$ cat config.mk
export PLATFORM = sky130hd
export DESIGN_NAME = ghd_sqrt
export DESIGN_NICKNAME = d
export VERILOG_FILES = /design/src/hw/rtl/ghd_sqrt.sv
export SDC_FILE = /design/constraint.sdc
export NUM_CORES = 2
export LEC_CHECK = 0
export BUFFER_PORTS_ARGS = -buffer_cell sky130_fd_sc_hd__buf_4
export CAP_MARGIN = 20
export CORE_ASPECT_RATIO = 0.8
export CORE_MARGIN = 8
export CORE_UTILIZATION = 40
export DETAILED_ROUTE_END_ITERATION = 7
export MAX_ROUTING_LAYER = met4
export RECOVER_POWER = 25
export SLEW_MARGIN = 40
export SYNTH_ARGS = -nofsm -noshare
export SYNTH_HDL_FRONTEND = slang
export SYNTH_SLANG_ARGS = --single-unit
$ cat constraint.sdc
create_clock -name clk -period 3.5 [get_ports clk]
set_input_delay 0.525 -clock clk [delete_from_list [all_inputs] [get_ports clk]]
set_output_delay 0.525 -clock clk [all_outputs]
set_load 0.01 [all_outputs]
$ cat src/hw/rtl/ghd_sqrt.sv
module ghd_sqrt (
    input  logic        clk,
    input  logic        rst_n,
    input  logic        vld_in,
    input  logic [30:0] val,
    output logic        vld_out,
    output logic [30:0] root
);
    localparam int NB = 31;

    logic [61:0] rem_reg [NB+1];
    logic [30:0] root_reg [NB+1];
    logic vld_reg [NB+1];

    // The radicand is the Q30 value shifted up by 30, so the root is Q30.
    assign rem_reg[0] = {1'b0, val, 30'b0};
    assign root_reg[0] = '0;
    assign vld_reg[0] = vld_in;

    for (genvar j = 0; j < NB; j++)
    begin : g_bit
        localparam int K = NB - 1 - j;
        logic [61:0] term;
        assign term = ({31'b0, root_reg[j]} << (K + 1)) | (62'd1 << (2 * K));

        always_ff @(posedge clk or negedge rst_n)
        begin
            if (!rst_n)
            begin
                vld_reg[j+1] <= 1'b0;
            end
            else
            begin
                vld_reg[j+1] <= vld_reg[j];
            end
        end

        always_ff @(posedge clk)
        begin
            if (rem_reg[j] >= term)
            begin
                rem_reg[j+1] <= rem_reg[j] - term;
                root_reg[j+1] <= root_reg[j] | (31'd1 << K);
            end
            else
            begin
                rem_reg[j+1] <= rem_reg[j];
                root_reg[j+1] <= root_reg[j];
            end
        end
    end

    assign vld_out = vld_reg[NB];
    assign root = root_reg[NB];

endmodule

Word-level counts from Yosys, hierarchy flattened

Cells that the tools add are included.
W data, S select, Z words.

Register bits after elaboration: 2852
Input port bits: 34
Output and inout port bits: 32
Logic and storage cells: 215

Add/sub/neg operators: 30
Magnitude comparators: 31
Multiplexer cells: 31

Operators with widths:

| cell             | count |
|---|---|
| $mux W62         | 29 |
| $ge A62 B32 Y1   | 1 |
| $ge A62 B33 Y1   | 1 |
| $ge A62 B34 Y1   | 1 |
| $ge A62 B35 Y1   | 1 |
| $ge A62 B36 Y1   | 1 |
| $ge A62 B37 Y1   | 1 |
| $ge A62 B38 Y1   | 1 |
| $ge A62 B39 Y1   | 1 |
| $ge A62 B40 Y1   | 1 |
| $ge A62 B41 Y1   | 1 |
| $ge A62 B42 Y1   | 1 |
| $ge A62 B43 Y1   | 1 |
| $ge A62 B44 Y1   | 1 |
| $ge A62 B45 Y1   | 1 |
| $ge A62 B46 Y1   | 1 |
| $ge A62 B47 Y1   | 1 |
| $ge A62 B48 Y1   | 1 |
| $ge A62 B49 Y1   | 1 |
| $ge A62 B50 Y1   | 1 |
| $ge A62 B51 Y1   | 1 |
| $ge A62 B52 Y1   | 1 |
| $ge A62 B53 Y1   | 1 |
| $ge A62 B54 Y1   | 1 |
| 40 further kinds | 40 |

Depth between registers and ports, before layout

Depth after elaboration: 2
Gate-level depth with buffers: 16
Gate-level depth less buffers: 15

Worst setup path after synthesis

No wires, ideal clock.

Kind: flip-flop to flip-flop
Start point: register rem_reg[192] (netlist name)
End point: register rem_reg[181] (netlist name)
Library setup time: 0.118 ns
Arrival: 3.252 ns
Data required time: 3.382 ns
Setup slack: 0.130 ns
Cell stages (with the launch flop): 16
Path buffers: 1
Period minus slack after synthesis: 3.370 ns
Cells stage by stage: dfxtp_1 ha_1 inv_1 fa_1 nand2b_1 a21o_1 a2111o_1 nand4b_1 a21oi_1 o21ai_1 a21oi_1 inv_1 nor3b_1 clkbuf_1 nand4b_1 xnor2_1

Cells in the longest elaborated chain, start to end: 2
Elaborated cells between the ends (all ways): 3
Classes of those cells: add/sub (1); order compare (1); mux (1)

RTL lines:

| item                                               | line   | text |
|---|---|---|
| from (decl)                                        | 11     | `logic [61:0] rem_reg [NB+1];` |
| from (signal, indexed assignment)                  | 42     | `rem_reg[j+1] <= rem_reg[j] - term;` |
| from (signal, indexed assignment)                  | 47     | `rem_reg[j+1] <= rem_reg[j];` |
| $sub A62 B34 Y62 or $ge A62 B34 Y1 (tied branches) | 42, 40 |  |
| $mux W62 (*)                                       | 40     | `if (rem_reg[j] >= term)` |

Every way passes the cells marked *; elsewhere a longest branch is shown, timed or not.
A chain may end at the register's enable or synchronous reset.

Final worst setup path

Start point: register rem_reg[832] (netlist name)
End point: register rem_reg[801] (netlist name)

Cells in the longest elaborated chain, start to end: 2
Elaborated cells between the ends (all ways): 3
Classes of those cells: add/sub (1); order compare (1); mux (1)

RTL lines:

| item                                               | line |
|---|---|
| $sub A62 B44 Y62 or $ge A62 B44 Y1 (tied branches) | 42, 40 |
| $mux W62 (*)                                       | 40 |

Marks and branches as above.

==> out/qor.yml <==
worst_setup_path:
  critical_path.cell_chain: "ha_1 > inv_1 > fa_1 > nor2b_1 > o21ai_0 > a2111o_1 > a211oi_2 > nor2_1 > inv_1 > nand2b_1 > nor4_1 > xor2_1"
  regToRegSetupSlack_ps: 140
  cp-startpoint: "rem_reg[832]"
  cp.depth: 12
  critPathBufInv: 2
  path_common_cell: "inv_1"
  required_ps: 4200
  max_stage_delay_ps: 550
  cp_top_family: "compound AO/OA/AOI/OAI gates"
  critPathLaunchType: "register"
  critical_path.slowest_cell: "a2111o_1"
  worst_r2r_path_depth: 12
  arrival_ps: 4060
  crit_fanout: 5
  worstReg2RegEnd: "rem_reg[801]"
  rr_startpoint: "rem_reg[832]"
  end_kind: "register"
  critical_path_class: "register to register"
clock_network:
  htreeDepth: 4
  clock_sinks: 1683
  cts_tree: "done"
  numCtsBuffers: 168
  clkTransAtPathRegs_ps: 60
  clock-root-buffer: "clkbuf_16"
  cts_buffer_depth: 3
  clock_latency_ps: 830
place:
  dp_slack_ps: -102.2
  dp_hpwl_um: 141600
  dpl.cell_count: 10290
  port_buffers: 65
  gp_congestion: 0.9496
layout:
  syn_to_final_growth_pct: 15.79
  final_nets: 8650
  final_common_cell: "dfxtp_1"
  largest_register_ffs: 1156
  fillCellCount: 16730
  final_layout_size_suffix_gt1_share_pct: 9.295
  layout_common_cells: "dfxtp_1 (1649), nand2_1 (663), inv_1 (651), nor2_1 (496), a21oi_1 (495)"
  final_cell_count_no_fill: 10650
floorplanning:
  start_util_pct: 40.34
  ios: 66
  num_rows: 139
  core_mm2: 0.1797
  die_w_um: 491.9
  fp.dieH_um: 396.7
  die_area_mm2: 0.1951
drt:
  initialDrtViolationCount: 4532
  drc: 0
  viasPerCell: 5.184
  post_drt_wl_per_cell_um: 17.05
  ant_nets: 0
  drt-total-wl_um: 181600
  first_pass_iters: 6
  vias: 55220
power_and_ir_drop:
  p_per_area_mw_per_mm2: 780.9
  power.total_mw: 65.53
  vdd_drop_max_mv: 0.4782
  power.leakage_nw: 38.72
timing:
  layout_min_cycle_time_ps: 3359
  fmax_ghz: 0.2977
  fin_skew_ps: 78.75
  fin_ws_ps: 141.4
  final_hold_viol_count: 0
  slew_viol_final: 0
  worst_pin_slew_ps: 749.5
  max-slew-margin-rel_pct: 49.73
  finalCritPeriodShare_pct: 95.96
  setup_viol: 0
synth:
  yosysSeqAreaShare_pct: 46.71
  syn_inst: 7787
  ys_types: 92
  ys_seq_elements: 1683
  synth_edf_count: 0
  synth-async-reset-ratio_pct: 1.842
  synth_area_mm2: 0.07247
  yosys_warnings: 0
  synthFlopType: "dfxtp_1"
  syn-mean-instance-area_um2: 9.306
run:
  cap_violations: 0
global_routing:
  grt_antenna_before_repair: 4
  grt_use_total_pct: 18.51
  grt_start_max_net_pins: 52
  grt_pass1_vias: 52930
  grt_overflow: 0
  grt_pass1_wl_um: 288500
min_path:
  min_path_type: "primary input to async pin"
outcome:
  status: "finished, final reports clean"
==> worst reg2reg max path: stages (launching register included) <==
cell      delay [ps]
dfxtp_1          390
ha_1             190
inv_1             60
fa_1             410
nor2b_1          130
o21ai_0          130
a2111o_1         550
a211oi_2         360
nor2_1           130
inv_1             90
nand2b_1         160
nor4_1           370
xor2_1           280
==> synth_stat cells (142+ instances only) <==
master,count,area share [%]
nand2_1,664,3.4
ha_1,494,8.5
xor2_1,379,4.6
nor2_1,498,2.6
nor3_1,225,1.6
nor4_1,166,1.4
inv_1,652,3.4
nand3_1,142,0.98
xnor2_1,392,4.7
dfxtp_1,1652,46
o21ai_0,464,3.2
a21oi_1,506,3.5
a21o_1,186,1.9
==> stage by stage <==
step	cell area [um2]	utilization (%)	hold WS, ps	setup TNS (ps)
2_1_floorplan	72470	-	229.4	0
5_1_grt	83910	46.71	184.9	-91.59
3_5_place_dp	76940	42.83	334.7	-772.0
6_report	83910	46.71	199.8	0
4_1_cts	83510	46.48	137.6	0
3_3_place_gp	76930	42.82	334.9	-978.4
==> worst max-delay path by stage <==
| stage | slack [ps] | end |
|---|---|---|
| 2_1_floorplan | 130 | rem_reg[181] |
| 3_3_place_gp | -180 | rem_reg[302] |
| 3_5_place_dp | -100 | rem_reg[301] |
| 4_1_cts | 3 | rem_reg[181] |
| 5_1_grt | -30 | rem_reg[301] |
| 6_report | 140 | rem_reg[801] |
==> logic make-up (layout without fill, tap and decap cells) <==
| kind of cell | Yosys count | in the layout | share of synthesized area [%] |
|---|---|---|---|
| xor gates and xnor gates | 771 | 771 | 9.318 |
| and+or+nand+nor | 2271 | 2271 | 15.45 |
| buffers and inverters | 808 | 1272 | 4.263 |
| DFF | 1683 | 1683 | 46.71 |
| muxes | 60 | 60 | 0.9220 |
| adders and majority gates | 508 | 508 | 8.916 |
| other | 1 | 5 | 0.005175 |
| AOI/OAI and AO/OA | 1685 | 1685 | 14.42 |
==> per-layer routing <==
metal,GRT usage [%],up-vias,routed length [um]
met5,-,-,0
met2,25.62,1668,70740
met1,27.54,25700,93900
li1,-,27610,-
met4,4.095,0,3295
met3,3.723,245,13660
==> power by group <==
part           switching, mW  internal [mW]
registers               5.32           24.0
clock network           8.11           11.3
logic                   9.26           7.50
==> timing repair <==
| item | CTS | global route |
|---|---|---|
| hold buffers | 33 | 0 |
| setup buffers | 1 | 8 |
| resized for setup | 7 | 88 |
| endpoints found under the setup margin | 34 | 248 |
| hold endpoints to repair | 63 | 0 |
| pin swaps | 1 | 13 |
==> area by class of cell <==
type                       count  area (um2)  share of cell area, %
tap                         2397        2999                  3.574
antenna                        3       7.507               0.008947
clock inverter                98        1499                  1.786
timing repair buffer         302        2432                  2.899
sequential                  1683       33850                  40.34
clock buffer                 216        4715                  5.618
inverter                     656        2462                  2.934
multi-input combinational   5297       35950                  42.84
(Power assumes the default switching activity.)
