File: src/hw/rtl/ghd_pkg.sv
package ghd_pkg;

    localparam int CORDIC_ITERATIONS = 24;
    localparam int ITERS = (CORDIC_ITERATIONS > 32) ? 32 : CORDIC_ITERATIONS;

    // Degree input width after differencing or doubling.
    localparam int DW = 26;
    // Radian angle width, Q30 signed.
    localparam int AW = 36;
    // CORDIC x/y datapath width.
    localparam int CW = 34;

    localparam longint DEG2RAD_Q40 = 64'd19190098069;
    localparam longint KSPLIT = 64'd262144;
    localparam longint K_HI = DEG2RAD_Q40 / KSPLIT;
    localparam longint K_LO = DEG2RAD_Q40 % KSPLIT;

    localparam logic signed [AW-1:0] PI_Q30 = AW'(64'sd3373259426);
    localparam logic signed [AW-1:0] HALF_PI_Q30 = AW'(64'sd1686629713);
    localparam logic signed [AW-1:0] TWO_PI_Q30 = AW'(64'sd6746518852);
    localparam logic signed [CW-1:0] GAIN_Q30 = CW'(64'sd652032874);
    localparam logic [30:0] ONE_Q30 = 31'h4000_0000;
    localparam logic [12:0] RADIUS_RESET = 13'd3956;

    function automatic logic [31:0] atan_val(input int i);
        logic [31:0] v;
        case (i)
            0: v = 32'd843314856;
            1: v = 32'd497837829;
            2: v = 32'd263043836;
            3: v = 32'd133525158;
            4: v = 32'd67021686;
            5: v = 32'd33543515;
            6: v = 32'd16775850;
            7: v = 32'd8388437;
            8: v = 32'd4194282;
            9: v = 32'd2097149;
            10: v = 32'd1048575;
            11: v = 32'd524287;
            12: v = 32'd262143;
            13: v = 32'd131071;
            14: v = 32'd65535;
            15: v = 32'd32767;
            16: v = 32'd16383;
            17: v = 32'd8191;
            18: v = 32'd4095;
            19: v = 32'd2047;
            20: v = 32'd1023;
            21: v = 32'd511;
            22: v = 32'd255;
            23: v = 32'd127;
            24: v = 32'd63;
            25: v = 32'd31;
            26: v = 32'd15;
            27: v = 32'd8;
            28: v = 32'd4;
            29: v = 32'd2;
            30: v = 32'd1;
            default: v = 32'd0;
        endcase
        return v;
    endfunction

endpackage

File: src/hw/rtl/ghd_rad.sv
module ghd_rad (
    input  logic                          clk,
    input  logic                          rst_n,
    input  logic                          vld_in,
    input  logic signed [ghd_pkg::DW-1:0] deg,
    output logic                          vld_out,
    output logic signed [ghd_pkg::AW-1:0] ang,
    output logic                          neg
);
    import ghd_pkg::*;

    localparam logic signed [18:0] KHS = 19'(K_HI);
    localparam logic signed [18:0] KLS = 19'(K_LO);

    logic [3:0] vld_reg;
    logic signed [44:0] phi_reg;
    logic signed [44:0] plo_reg;
    logic signed [AW-1:0] a_reg;
    logic signed [AW-1:0] r_reg;
    logic signed [AW-1:0] f_reg;
    logic neg_reg;
    logic signed [63:0] sum;
    logic signed [AW-1:0] a_next;
    logic signed [AW-1:0] r_next;
    logic signed [AW-1:0] f_next;
    logic neg_next;

    always_comb
    begin
        sum = (64'(phi_reg) <<< 18) + 64'(plo_reg) + 64'sd67108864;
        a_next = AW'(sum >>> 27);
        if (a_reg > PI_Q30)
        begin
            r_next = a_reg - TWO_PI_Q30;
        end
        else if (a_reg < -PI_Q30)
        begin
            r_next = a_reg + TWO_PI_Q30;
        end
        else
        begin
            r_next = a_reg;
        end
        // Fold into the right half plane; sine and cosine flip sign.
        if (r_reg > HALF_PI_Q30)
        begin
            f_next = r_reg - PI_Q30;
            neg_next = 1'b1;
        end
        else if (r_reg < -HALF_PI_Q30)
        begin
            f_next = r_reg + PI_Q30;
            neg_next = 1'b1;
        end
        else
        begin
            f_next = r_reg;
            neg_next = 1'b0;
        end
    end

    always_ff @(posedge clk or negedge rst_n)
    begin
        if (!rst_n)
        begin
            vld_reg <= '0;
        end
        else
        begin
            vld_reg <= {vld_reg[2:0], vld_in};
        end
    end

    always_ff @(posedge clk)
    begin
        phi_reg <= 45'(deg * KHS);
        plo_reg <= 45'(deg * KLS);
        a_reg <= a_next;
        r_reg <= r_next;
        f_reg <= f_next;
        neg_reg <= neg_next;
    end

    assign vld_out = vld_reg[3];
    assign ang = f_reg;
    assign neg = neg_reg;

endmodule

File: config.mk
export PLATFORM = sky130hd
export DESIGN_NAME = ghd_rad
export DESIGN_NICKNAME = d
export VERILOG_FILES = /design/src/hw/rtl/ghd_pkg.sv /design/src/hw/rtl/ghd_rad.sv
export SDC_FILE = /design/constraint.sdc
export NUM_CORES = 1
export LEC_CHECK = 0
export BUFFER_PORTS_ARGS = -buffer_cell sky130_fd_sc_hd__buf_2
export CAP_MARGIN = 25
export CORE_ASPECT_RATIO = 1.1
export CORE_MARGIN = 2
export CORE_UTILIZATION = 60
export DETAILED_ROUTE_END_ITERATION = 7
export GPL_TIMING_DRIVEN = 1
export PLACE_DENSITY = 0.76
export SLEW_MARGIN = 25
export SYNTH_ARGS = -nofsm -noshare
export SYNTH_HDL_FRONTEND = slang
export SYNTH_SLANG_ARGS = --single-unit
File: constraint.sdc
create_clock -name clk -period 6.4 [get_ports clk]
set_input_delay 1.92 -clock clk [delete_from_list [all_inputs] [get_ports clk]]
set_output_delay 1.92 -clock clk [all_outputs]
set_load 0.05 [all_outputs]
Word-level counts from Yosys, hierarchy flattened
Cells that the tools add are included.

Output and inout port bits: 38. Memory bits (writable): 0. Bits in registers: 199. Input port bits: 29. Logic and storage cells: 24. Latch bits: 0. Bits in read-only memories: 0. Memories kept: 0.

Reduce and logical (&&, ||, !) cells: 0. Bitwise logic cells: 0. Shifts and indexed selects: 0. Equality and inequality tests: 0. Add/sub/neg operators: 6. Mux-type cells: 5. Order comparisons: 4. Divide/modulo/power cells: 0. Multipliers: 2.

Operators with widths (number): 2-to-1 mux 36 bit (4); adder 62 x 44 -> 63 bit (1); adder 63 x 28 -> 63 bit, second input constant (1); multiplier 26 x 18 -> 44 bit, second input constant (1); multiplier 26 x 16 -> 42 bit, second input constant (1); adder 36 x 33 -> 36 bit, second input constant (1); adder 36 x 34 -> 36 bit, second input constant (1); > comparator 36 x 32 -> 1 bit, second input constant (1); > comparator 36 x 33 -> 1 bit, second input constant (1); < comparator 36 x 32 -> 1 bit, second input constant (1); < comparator 36 x 33 -> 1 bit, second input constant (1); subtractor 36 x 33 -> 36 bit, second input constant (1); subtractor 36 x 34 -> 36 bit, second input constant (1); 2-to-1 mux 1 bit (1).

Longest topological paths before layout
Gate-level depths: netlist of the first run.

Depth in word-level cells: 3. Gate-level depth with buffers: 25. Gate-level depth less buffers: 24.

Worst setup path after synthesis of the first run
No wires, ideal clock.

Path type: input to register. From: in deg[13] (netlist bit). To: reg phi_reg[41]. Setup time: 0.119 ns. Slack: -1.230 ns. Stages on the path: 24. Arrival time: 7.511 ns. Required time: 6.281 ns. Cells stage by stage: inv_1 -> fa_1 -> fa_1 -> inv_1 -> fa_1 -> inv_1 -> fa_1 -> inv_1 -> fa_1 -> inv_1 -> fa_1 -> inv_1 -> ha_1 -> clkbuf_1 -> o211ai_1 -> o21ai_0 -> nand3_1 -> a22oi_1 -> nand4_1 -> a21o_1 -> a21oi_1 -> nand2_1 -> o31a_1 -> xnor2_1.

Word-level cells in the longest chain between the ends: 1.

Ends and longest elaborated chain: from (decl) (line ghd_rad.sv:5) `input logic signed [ghd_pkg::DW-1:0] deg,`; multiplier 26 x 16 -> 42 bit (line ghd_rad.sv:76) `phi_reg <= 45'(deg * KHS);`; to (signal assigned) (line ghd_rad.sv:76); to (decl) (line ghd_rad.sv:16) `logic signed [44:0] phi_reg;`.

Every way passes these cells. A chain may end at the register's enable or synchronous reset.

Worst setup path after layout of the first run
From: in deg[12] (netlist bit). To: reg phi_reg[41].

The elaborated chain is that of the path after synthesis.

==> impl_metrics.py, run 1 <==
metrics = {
    "sta": {
        "final.setup_skew_ns": 0.00997,
        "tightest_slew_ns": 0.849,
        "relSlewSlack": 0.428,
        "rsz0062_at_grt": "yes",
        "fin_crit_sh": 1.12,
        "final_hold_viol_count": 0,
        "maxSlewViolCount": 0,
        "setup_viol": 47,
        "fin_ws_ns": -0.779,
        "period_minus_slack_ns": 7.18,
        "fmax_mhz": 139,
    },
    "route": {
        "dr.pass1.iters": 7,
        "ant_nets": 0,
        "vias": 20570,
        "viasPerCell": 5.57,
        "routed_wl_um": 68000,
        "drt_iter0_drc": 1116,
        "wl_per_cell_um": 18.4,
        "drc": 0,
    },
    "logic_synthesis": {
        "synth_top_area_share": 0.265,
        "yosysMostFrequentCell": "inv_1",
        "synth_cells": 2709,
        "synth.distinct_cells": 94,
        "ys.flop_type": "dfxtp_1",
        "avgSynthCellArea_um2": 9.25,
        "async_flop_share": 0.0223,
        "synth_warnings": 0,
        "synth_seq_cells": 179,
        "netlist_area_um2": 25100,
        "seq_area_frac_synth": 0.144,
        "yosys.area.top_type": "fa_1",
        "synth_nets": 3477,
        "synth_common_cells": "inv_1, ha_1, fa_1, dfxtp_1, a21oi_1",
        "synth_edf_count": 0,
        "synth.area.top_cells": "fa_1, ha_1, dfxtp_1",
    },
    "worst_setup_path": {
        "rr_startpoint": "r_reg[5]",
        "worstPathMaxFanout": 5,
        "cp-end-kind": "flip-flop",
        "ff2ff_setup_slack_ns": 2.69,
        "r2r_cells": 10,
        "critPathKind": "input pin to flip-flop",
        "cp.required_ns": 6.73,
        "startpoint_type": "input pin",
        "critPathLaunch": "deg[12]",
        "crit_arrival_ns": 7.51,
        "r2r-end": "ang[15]",
    },
    "final_layout": {
        "finalNetCount": 3891,
        "syn_to_final_growth_pct": 23.1,
        "final_area_um2": 30900,
        "layout-drive-gt1-share": 0.233,
        "largest_register_ffs": 39,
        "num_antenna_cells": 0,
        "fin_cells": 3696,
        "nFillCells": 2853,
    },
    "hold_path": {
        "min_path_type": "flip-flop to flip-flop",
        "hold_end": "vld_reg[2]",
        "hold_path_depth": 0,
        "hp-start": "vld_reg[1]",
    },
    "run_status": {
        "violations": "setup timing",
        "status": "complete, but fails checks",
    },
    "global_route": {
        "gr-total-overflow": 0,
        "grt_pass1_wl_um": 109000,
        "antenna_found_initial": 0,
        "grt_max_degree": 49,
        "track_usage": 0.321,
        "first_global_vias": 21924,
    },
    "floorplan": {
        "die_area_um2": 43400,
        "start_util": 0.607,
        "rows": 78,
        "core_um2": 41300,
        "ios": 67,
        "die_x_um": 199,
        "fp.dieH_um": 218,
    },
    "clocking": {
        "cts.sinks": 179,
        "clk_path_buf_depth": 2,
        "cts_made_buffers": 17,
        "ctsHtreeMaxLevel": 4,
        "worstSkewPairLatency_ns": 0.45,
        "clk_pin_slew_ns": 0.06,
        "root_buffer": "clkbuf_16",
        "cts_tree": "done",
    },
    "placement": {
        "place_congestion": 0.964,
        "place.detailed.hpwl_um": 55500,
        "placed_cells": 3604,
        "dpl_cell_area_um2": 28800,
        "port_buffers": 66,
    },
    "job": {
        "drv_cap": 0,
    },
}
[what timing repair did]
action | in CTS | in global routing
setup buffers | 48 | 30
hold buffers | 0 | 0
endpoints found under the setup margin | 45 | 50
pin swaps | 140 | 80
gates cloned | 0 | 0
resized for setup | 166 | 79
[worst max-delay path, stage by stage]
cell	delay, ns
buf_8	0.08
clkinvlp_4	0.15
fa_1	0.53
fa_1	0.51
inv_2	0.04
fa_1	0.47
inv_1	0.05
fa_1	0.48
inv_2	0.04
fa_1	0.49
inv_2	0.05
fa_1	0.57
inv_2	0.06
ha_4	0.31
o211ai_1	0.15
o21ai_1	0.25
nand3_1	0.14
a22oi_2	0.23
nand4_1	0.13
a21o_1	0.24
a21oi_2	0.16
nand2_1	0.08
o31a_1	0.25
xnor2_1	0.12
[cell usage in the layout, fill, tap and decap left out, drive strengths merged, types with 6 or more instances in the layout]
cell      synthesis  layout
inv             618     610
buf              19     457
ha              407     407
fa              332     332
dfxtp           175     175
a21oi           134     134
xnor2           112     112
nand2           109     109
nor2            109     109
o21ai            90      90
xor2             78      78
a21o             64      64
nand3            39      39
a31oi            31      31
nor3             26      26
nand4            23      23
o21a             23      23
clkbuf           43      21
a211oi           19      19
or2              16      16
and3             16      16
nor2b            16      16
o21bai           14      14
nand2b           13      13
o22ai            12      12
clkinvlp          0      11
o211ai           11      11
nor4             11      11
mux2i            10      10
and2             10      10
o31ai             9       9
a22oi             8       8
clkinv            0       7
or3               7       7
a211o             6       6
a21boi            6       6
o2bb2ai           6       6
[stage by stage]
step	TNS, ns	worst slack [ns]	utilization	hold WS, ns
6_report	-19.02	-0.779	0.748	0.356
5_1_grt	-25.81	-0.940	0.748	0.370
4_1_cts	-12.93	-0.612	0.737	0.359
3_5_place_dp	-42.33	-1.23	0.697	0.336
3_3_place_gp	-39.60	-1.12	0.697	0.340
2_1_floorplan	-10.71	-0.766	-	0.324
[how the worst max path moves through the flow]
stage | cells after the start | slack (ns) | to
global placement | 22 | -1.12 | phi_reg[42]
global route | 24 | -0.94 | phi_reg[41]
floorplan | 22 | -0.77 | phi_reg[41]
finish | 24 | -0.78 | phi_reg[41]
CTS | 22 | -0.61 | phi_reg[41]
detailed placement | 21 | -1.23 | phi_reg[42]
[metal layers]
layer  track usage  vias to the layer above  routed length, um
li1              -                     9659                  -
met5             0                        -                  0
met3        0.0380                      207               3120
met2         0.591                      697              35000
met1         0.380                    10007              27000
met4         0.126                        0               2910
[cell families (layout without fill, tap and decap cells)]
group,after synthesis,in the layout,synth area share
adder cells (fa/ha/maj),740,740,0.469
buffers and inverters,680,1107,0.104
AO/OA/AOI/OAI,488,488,0.130
AND/OR/NAND/NOR,420,420,0.0827
XOR/XNOR,190,190,0.0664
flip-flops,179,179,0.144
multiplexers,12,12,0.00489
[layout make-up]
type	count	area (um2)	area share
repair buffers	457	3530	0.115
well taps	560	701	0.0227
multi-input cells	1850	20000	0.650
clock inverters	11	116	0.00377
inverters	618	2370	0.0767
flip-flops and latches	179	3600	0.117
clock buffers	21	492	0.0159
Power of run 1 is left out: the tool's default activity adds up to more than one toggle a clock period on the data nets, which glitch-free logic cannot reach.
==> run 2, diff against run 1 <==
- BUFFER_PORTS_ARGS: -buffer_cell sky130_fd_sc_hd__buf_2 -> -buffer_cell sky130_fd_sc_hd__buf_4
==> impl_metrics.py, run 2 (synthesis gave the netlist of run 1 again) <==
metrics = {
    "sta": {
        "fin_crit_sh": 1.13,
        "rsz0062_at_grt": "yes",
        "final.setup_skew_ns": 0.0146,
        "final_hold_viol_count": 0,
        "setup_tns_ns": -24.92,
        "tightest_slew_ns": 0.876,
        "relSlewSlack": 0.410,
        "setup_viol": 48,
        "maxSlewViolCount": 0,
        "period_minus_slack_ns": 7.26,
        "fmax_mhz": 138,
        "fin_ws_ns": -0.855,
    },
    "route": {
        "routed_wl_um": 68300,
        "vias": 20494,
        "drt_iter0_drc": 1038,
        "dr.pass1.iters": 5,
        "drc": 0,
        "viasPerCell": 5.56,
        "ant_nets": 0,
        "wl_per_cell_um": 18.5,
    },
    "final_layout": {
        "final_cell_mix": "inv_1, buf_4, ha_1, fa_1, dfxtp_1",
        "largest_register_ffs": 39,
        "layout-drive-gt1-share": 0.233,
        "nFillCells": 2829,
        "layout_commonest_cell": "inv_1",
        "finalNetCount": 3878,
        "num_antenna_cells": 0,
        "fin_cells": 3683,
        "syn_to_final_growth_pct": 23.2,
    },
    "job": {
        "drv_cap": 0,
    },
    "worst_setup_path": {
        "crit_arrival_ns": 7.58,
        "path_cells": "buf_8 > clkinvlp_4 > fa_1 > fa_1 > inv_1 > fa_1 > inv_2 > fa_1 > inv_1 > fa_1 > inv_2 > fa_1 > inv_2 > ha_4 > nand4_1 > a21oi_2 > a211oi_4 > a22oi_2 > nand4_1 > a21o_1 > a21oi_2 > nand2_1 > o31a_1 > xnor2_1",
        "startpoint_type": "input pin",
        "worstPathMaxFanout": 4,
        "cp_common_cell": "fa_1",
        "slowest_stage": "fa_1",
        "cp.required_ns": 6.73,
        "cp-end-kind": "flip-flop",
        "critPathKind": "input pin to flip-flop",
        "critPathMaxStageDelay_ns": 0.54,
    },
    "clocking": {
        "clk_path_buf_depth": 2,
        "cts_tree": "done",
        "cts_made_buffers": 17,
        "ctsHtreeMaxLevel": 4,
        "worstSkewPairLatency_ns": 0.44,
        "cts.sinks": 179,
        "root_buffer": "clkbuf_16",
        "clk_pin_slew_ns": 0.06,
        "ctsHoldBuffers": 0,
    },
    "floorplan": {
        "die_area_um2": 43400,
        "start_util": 0.607,
        "die_x_um": 199,
        "ios": 67,
        "core_um2": 41300,
        "fp.dieH_um": 218,
        "rows": 78,
    },
    "global_route": {
        "track_usage": 0.312,
        "gr-total-overflow": 0,
        "antenna_found_initial": 1,
        "grt_pass1_wl_um": 107000,
        "first_global_vias": 21790,
        "grt_max_degree": 43,
    },
    "placement": {
        "place_congestion": 0.956,
        "place.detailed.hpwl_um": 54900,
        "pre_cts_slack_ns": -1.22,
        "placed_cells": 3596,
        "port_buffers": 66,
    },
    "hold_path": {
        "min_path_type": "flip-flop to flip-flop",
    },
    "run_status": {
        "status": "complete, but fails checks",
        "violations": "setup timing",
    },
}
-- run 2: layout make-up --
| type | count | area, um2 | share of cell area |
|---|---|---|---|
| Inverter | 618 | 2380 | 0.0770 |
| Sequential cell | 179 | 3600 | 0.117 |
| Clock buffer | 19 | 433 | 0.0140 |
| Clock inverter | 13 | 125 | 0.00405 |
| Multi-Input combinational cell | 1850 | 20000 | 0.648 |
| Timing Repair Buffer | 444 | 3620 | 0.117 |
| Tap cell | 560 | 701 | 0.0227 |
-- run 2: per-stage QoR --
| stage | util | instance area (um2) | hold slack (ns) |
|---|---|---|---|
| 5_1_grt | 0.748 | 30900 | 0.360 |
| 2_1_floorplan | - | 25600 | 0.324 |
| 3_5_place_dp | 0.700 | 28900 | 0.338 |
| 4_1_cts | 0.733 | 30300 | 0.358 |
| 3_3_place_gp | 0.700 | 28900 | 0.340 |
| 6_report | 0.748 | 30900 | 0.355 |
-- run 2: timing repair --
item / in CTS / in global routing
endpoints found under the setup margin: 47 / 49
pin swaps: 110 / 80
gates resized for setup: 139 / 101
setup buffers: 33 / 27
-- run 2: worst max-delay path: cells and delay by family --
family / cells / cell delay, ns
adder cells (fa/ha/maj): 7 / 3.32
AO/OA/AOI/OAI: 6 / 1.29
XOR/XNOR: 1 / 0.12
buffers and inverters: 7 / 0.48
AND/OR/NAND/NOR: 3 / 0.43
-- run 2: path summary, 6_finish.rpt --
check	start	endpoint	slack, ns	depth (start not counted)
max	deg[6]	phi_reg[41]	-0.86	24
min	vld_reg[0]	vld_reg[1]	0.36	0
max reg2reg	r_reg[5]	ang[15]	2.58	10
min reg2reg	vld_reg[0]	vld_reg[1]	0.36	0
max in group asynchronous	rst_n	vld_reg[2]	5.04	1
min in group asynchronous	rst_n	vld_reg[3]	1.26	1
-- run 2: layer usage --
metal / global-route usage / vias up / routed length, um
met2: 0.575 / 617 / 35400
li1: - / 9612 / -
met3: 0.0394 / 210 / 3070
met1: 0.368 / 10053 / 26900
met5: 0 / - / 12
met4: 0.121 / 2 / 2890
Power of run 2 is left out for the same reason.
==> run 3, diff against run 2 <==
- clock period: 6.4 -> 8.7 ns (I/O delays scaled with it)
==> impl_metrics.py, run 3 (synthesis gave the netlist of run 1 again) <==
metrics = {
    "worst_setup_path": {
        "rr_startpoint": "r_reg[5]",
        "critPathMaxStageDelay_ns": 0.55,
        "ff2ff_setup_slack_ns": 4.66,
        "startpoint_type": "input pin",
        "crit_arrival_ns": 8.69,
        "worstPathBufferInverterCount": 8,
        "r2r-end": "ang[15]",
        "r2r_cells": 10,
        "worstPathMaxFanout": 7,
        "cp.required_ns": 9.04,
        "critPathKind": "input pin to flip-flop",
        "crit_family": "adder cells",
        "slowest_stage": "fa_1",
        "cp-end-kind": "flip-flop",
    },
    "route": {
        "routed_wl_um": 61500,
        "dr.pass1.iters": 8,
        "drc": 0,
        "viasPerCell": 5.54,
        "drt_iter0_drc": 1125,
        "vias": 18897,
        "wl_per_cell_um": 18.0,
        "ant_nets": 0,
    },
    "sta": {
        "setup_viol": 0,
        "maxSlewViolCount": 0,
        "hold_ws_ns": 0.351,
        "fin_crit_sh": 0.960,
        "fmax_mhz": 120,
        "relSlewSlack": 0.375,
        "final.setup_skew_ns": 0.0118,
        "final_hold_viol_count": 0,
        "tightest_slew_ns": 0.936,
        "period_minus_slack_ns": 8.35,
        "fin_ws_ns": 0.347,
        "rsz0062_at_grt": "no",
    },
    "hold_path": {
        "hp-start": "vld_reg[2]",
        "min_path_type": "flip-flop to flip-flop",
        "hold_path_depth": 0,
        "hold_end": "vld_reg[3]",
    },
    "placement": {
        "place.detailed.hpwl_um": 53300,
        "place_congestion": 1.00,
        "port_buffers": 66,
        "pre_cts_slack_ns": -0.200,
    },
    "global_route": {
        "use_met3": 0.0449,
        "track_usage": 0.300,
        "grt_pass1_wl_um": 101000,
        "first_global_vias": 20229,
        "busiest_layer": "met2",
        "antenna_found_initial": 0,
        "use_met2": 0.545,
        "grt_max_degree": 38,
        "gr-total-overflow": 0,
        "use_met1": 0.366,
    },
    "final_layout": {
        "largest_register_ffs": 39,
        "final_cell_mix": "inv_1, ha_1, fa_1, dfxtp_1, buf_4",
        "num_antenna_cells": 0,
        "finalNetCount": 3604,
        "layout_commonest_cell": "inv_1",
        "layout-drive-gt1-share": 0.0885,
        "syn_to_final_growth_pct": 9.23,
    },
    "clocking": {
        "cts_tree": "done",
        "post_cts_buffers": 0,
        "clk_path_buf_depth": 2,
        "cts.sinks": 179,
        "worstSkewPairLatency_ns": 0.45,
        "ctsHtreeMaxLevel": 4,
        "root_buffer": "clkbuf_16",
        "clk_pin_slew_ns": 0.07,
        "cts_made_buffers": 17,
    },
    "floorplan": {
        "die_area_um2": 43400,
        "start_util": 0.607,
        "die_x_um": 199,
        "fp.dieH_um": 218,
        "rows": 78,
        "ios": 67,
        "core_um2": 41300,
    },
    "job": {
        "drv_cap": 0,
    },
    "run_status": {
        "status": "complete, no violations",
    },
}
## run 3: stage by stage
step	cells	TNS [ns]	area, um2	utilization
floorplan	2709	0	25100	-
global placement	3377	-0.207	26800	0.649
detailed placement	3377	-0.714	26800	0.649
CTS	3409	0	27400	0.663
global route	3409	0	27400	0.663
finish	3409	0	27400	0.663
## run 3: worst max path at each step
stage,start,endpoint,depth (start not counted),slack [ns]
6_report,deg[13],phi_reg[43],25,0.35
5_1_grt,deg[13],phi_reg[43],25,0.06
4_1_cts,deg[14],phi_reg[42],22,0.29
3_5_place_dp,deg[7],phi_reg[42],24,-0.20
3_3_place_gp,deg[7],phi_reg[42],24,-0.08
2_1_floorplan,deg[13],phi_reg[41],24,0.38
## run 3: final cells by class
class | instances | area, um2
Timing Repair Buffer | 170 | 1300
Sequential cell | 179 | 3600
Fill cell | 3363 | 13900
Multi-Input combinational cell | 1850 | 18900
Clock inverter | 14 | 143
Clock buffer | 18 | 439
Inverter | 618 | 2320
Tap cell | 560 | 701
## run 3: routing by layer
layer	part of all wire	vias to the layer above
li1	-	9057
met1	0.41	9231
met2	0.51	511
met3	0.054	98
met4	0.025	0
met5	0	-
## run 3: what timing repair did
item                       CTS  global route
resized for setup            0             4
setup endpoints to repair    0             3
hold buffers                 0             0
Power of run 3 is left out for the same reason.
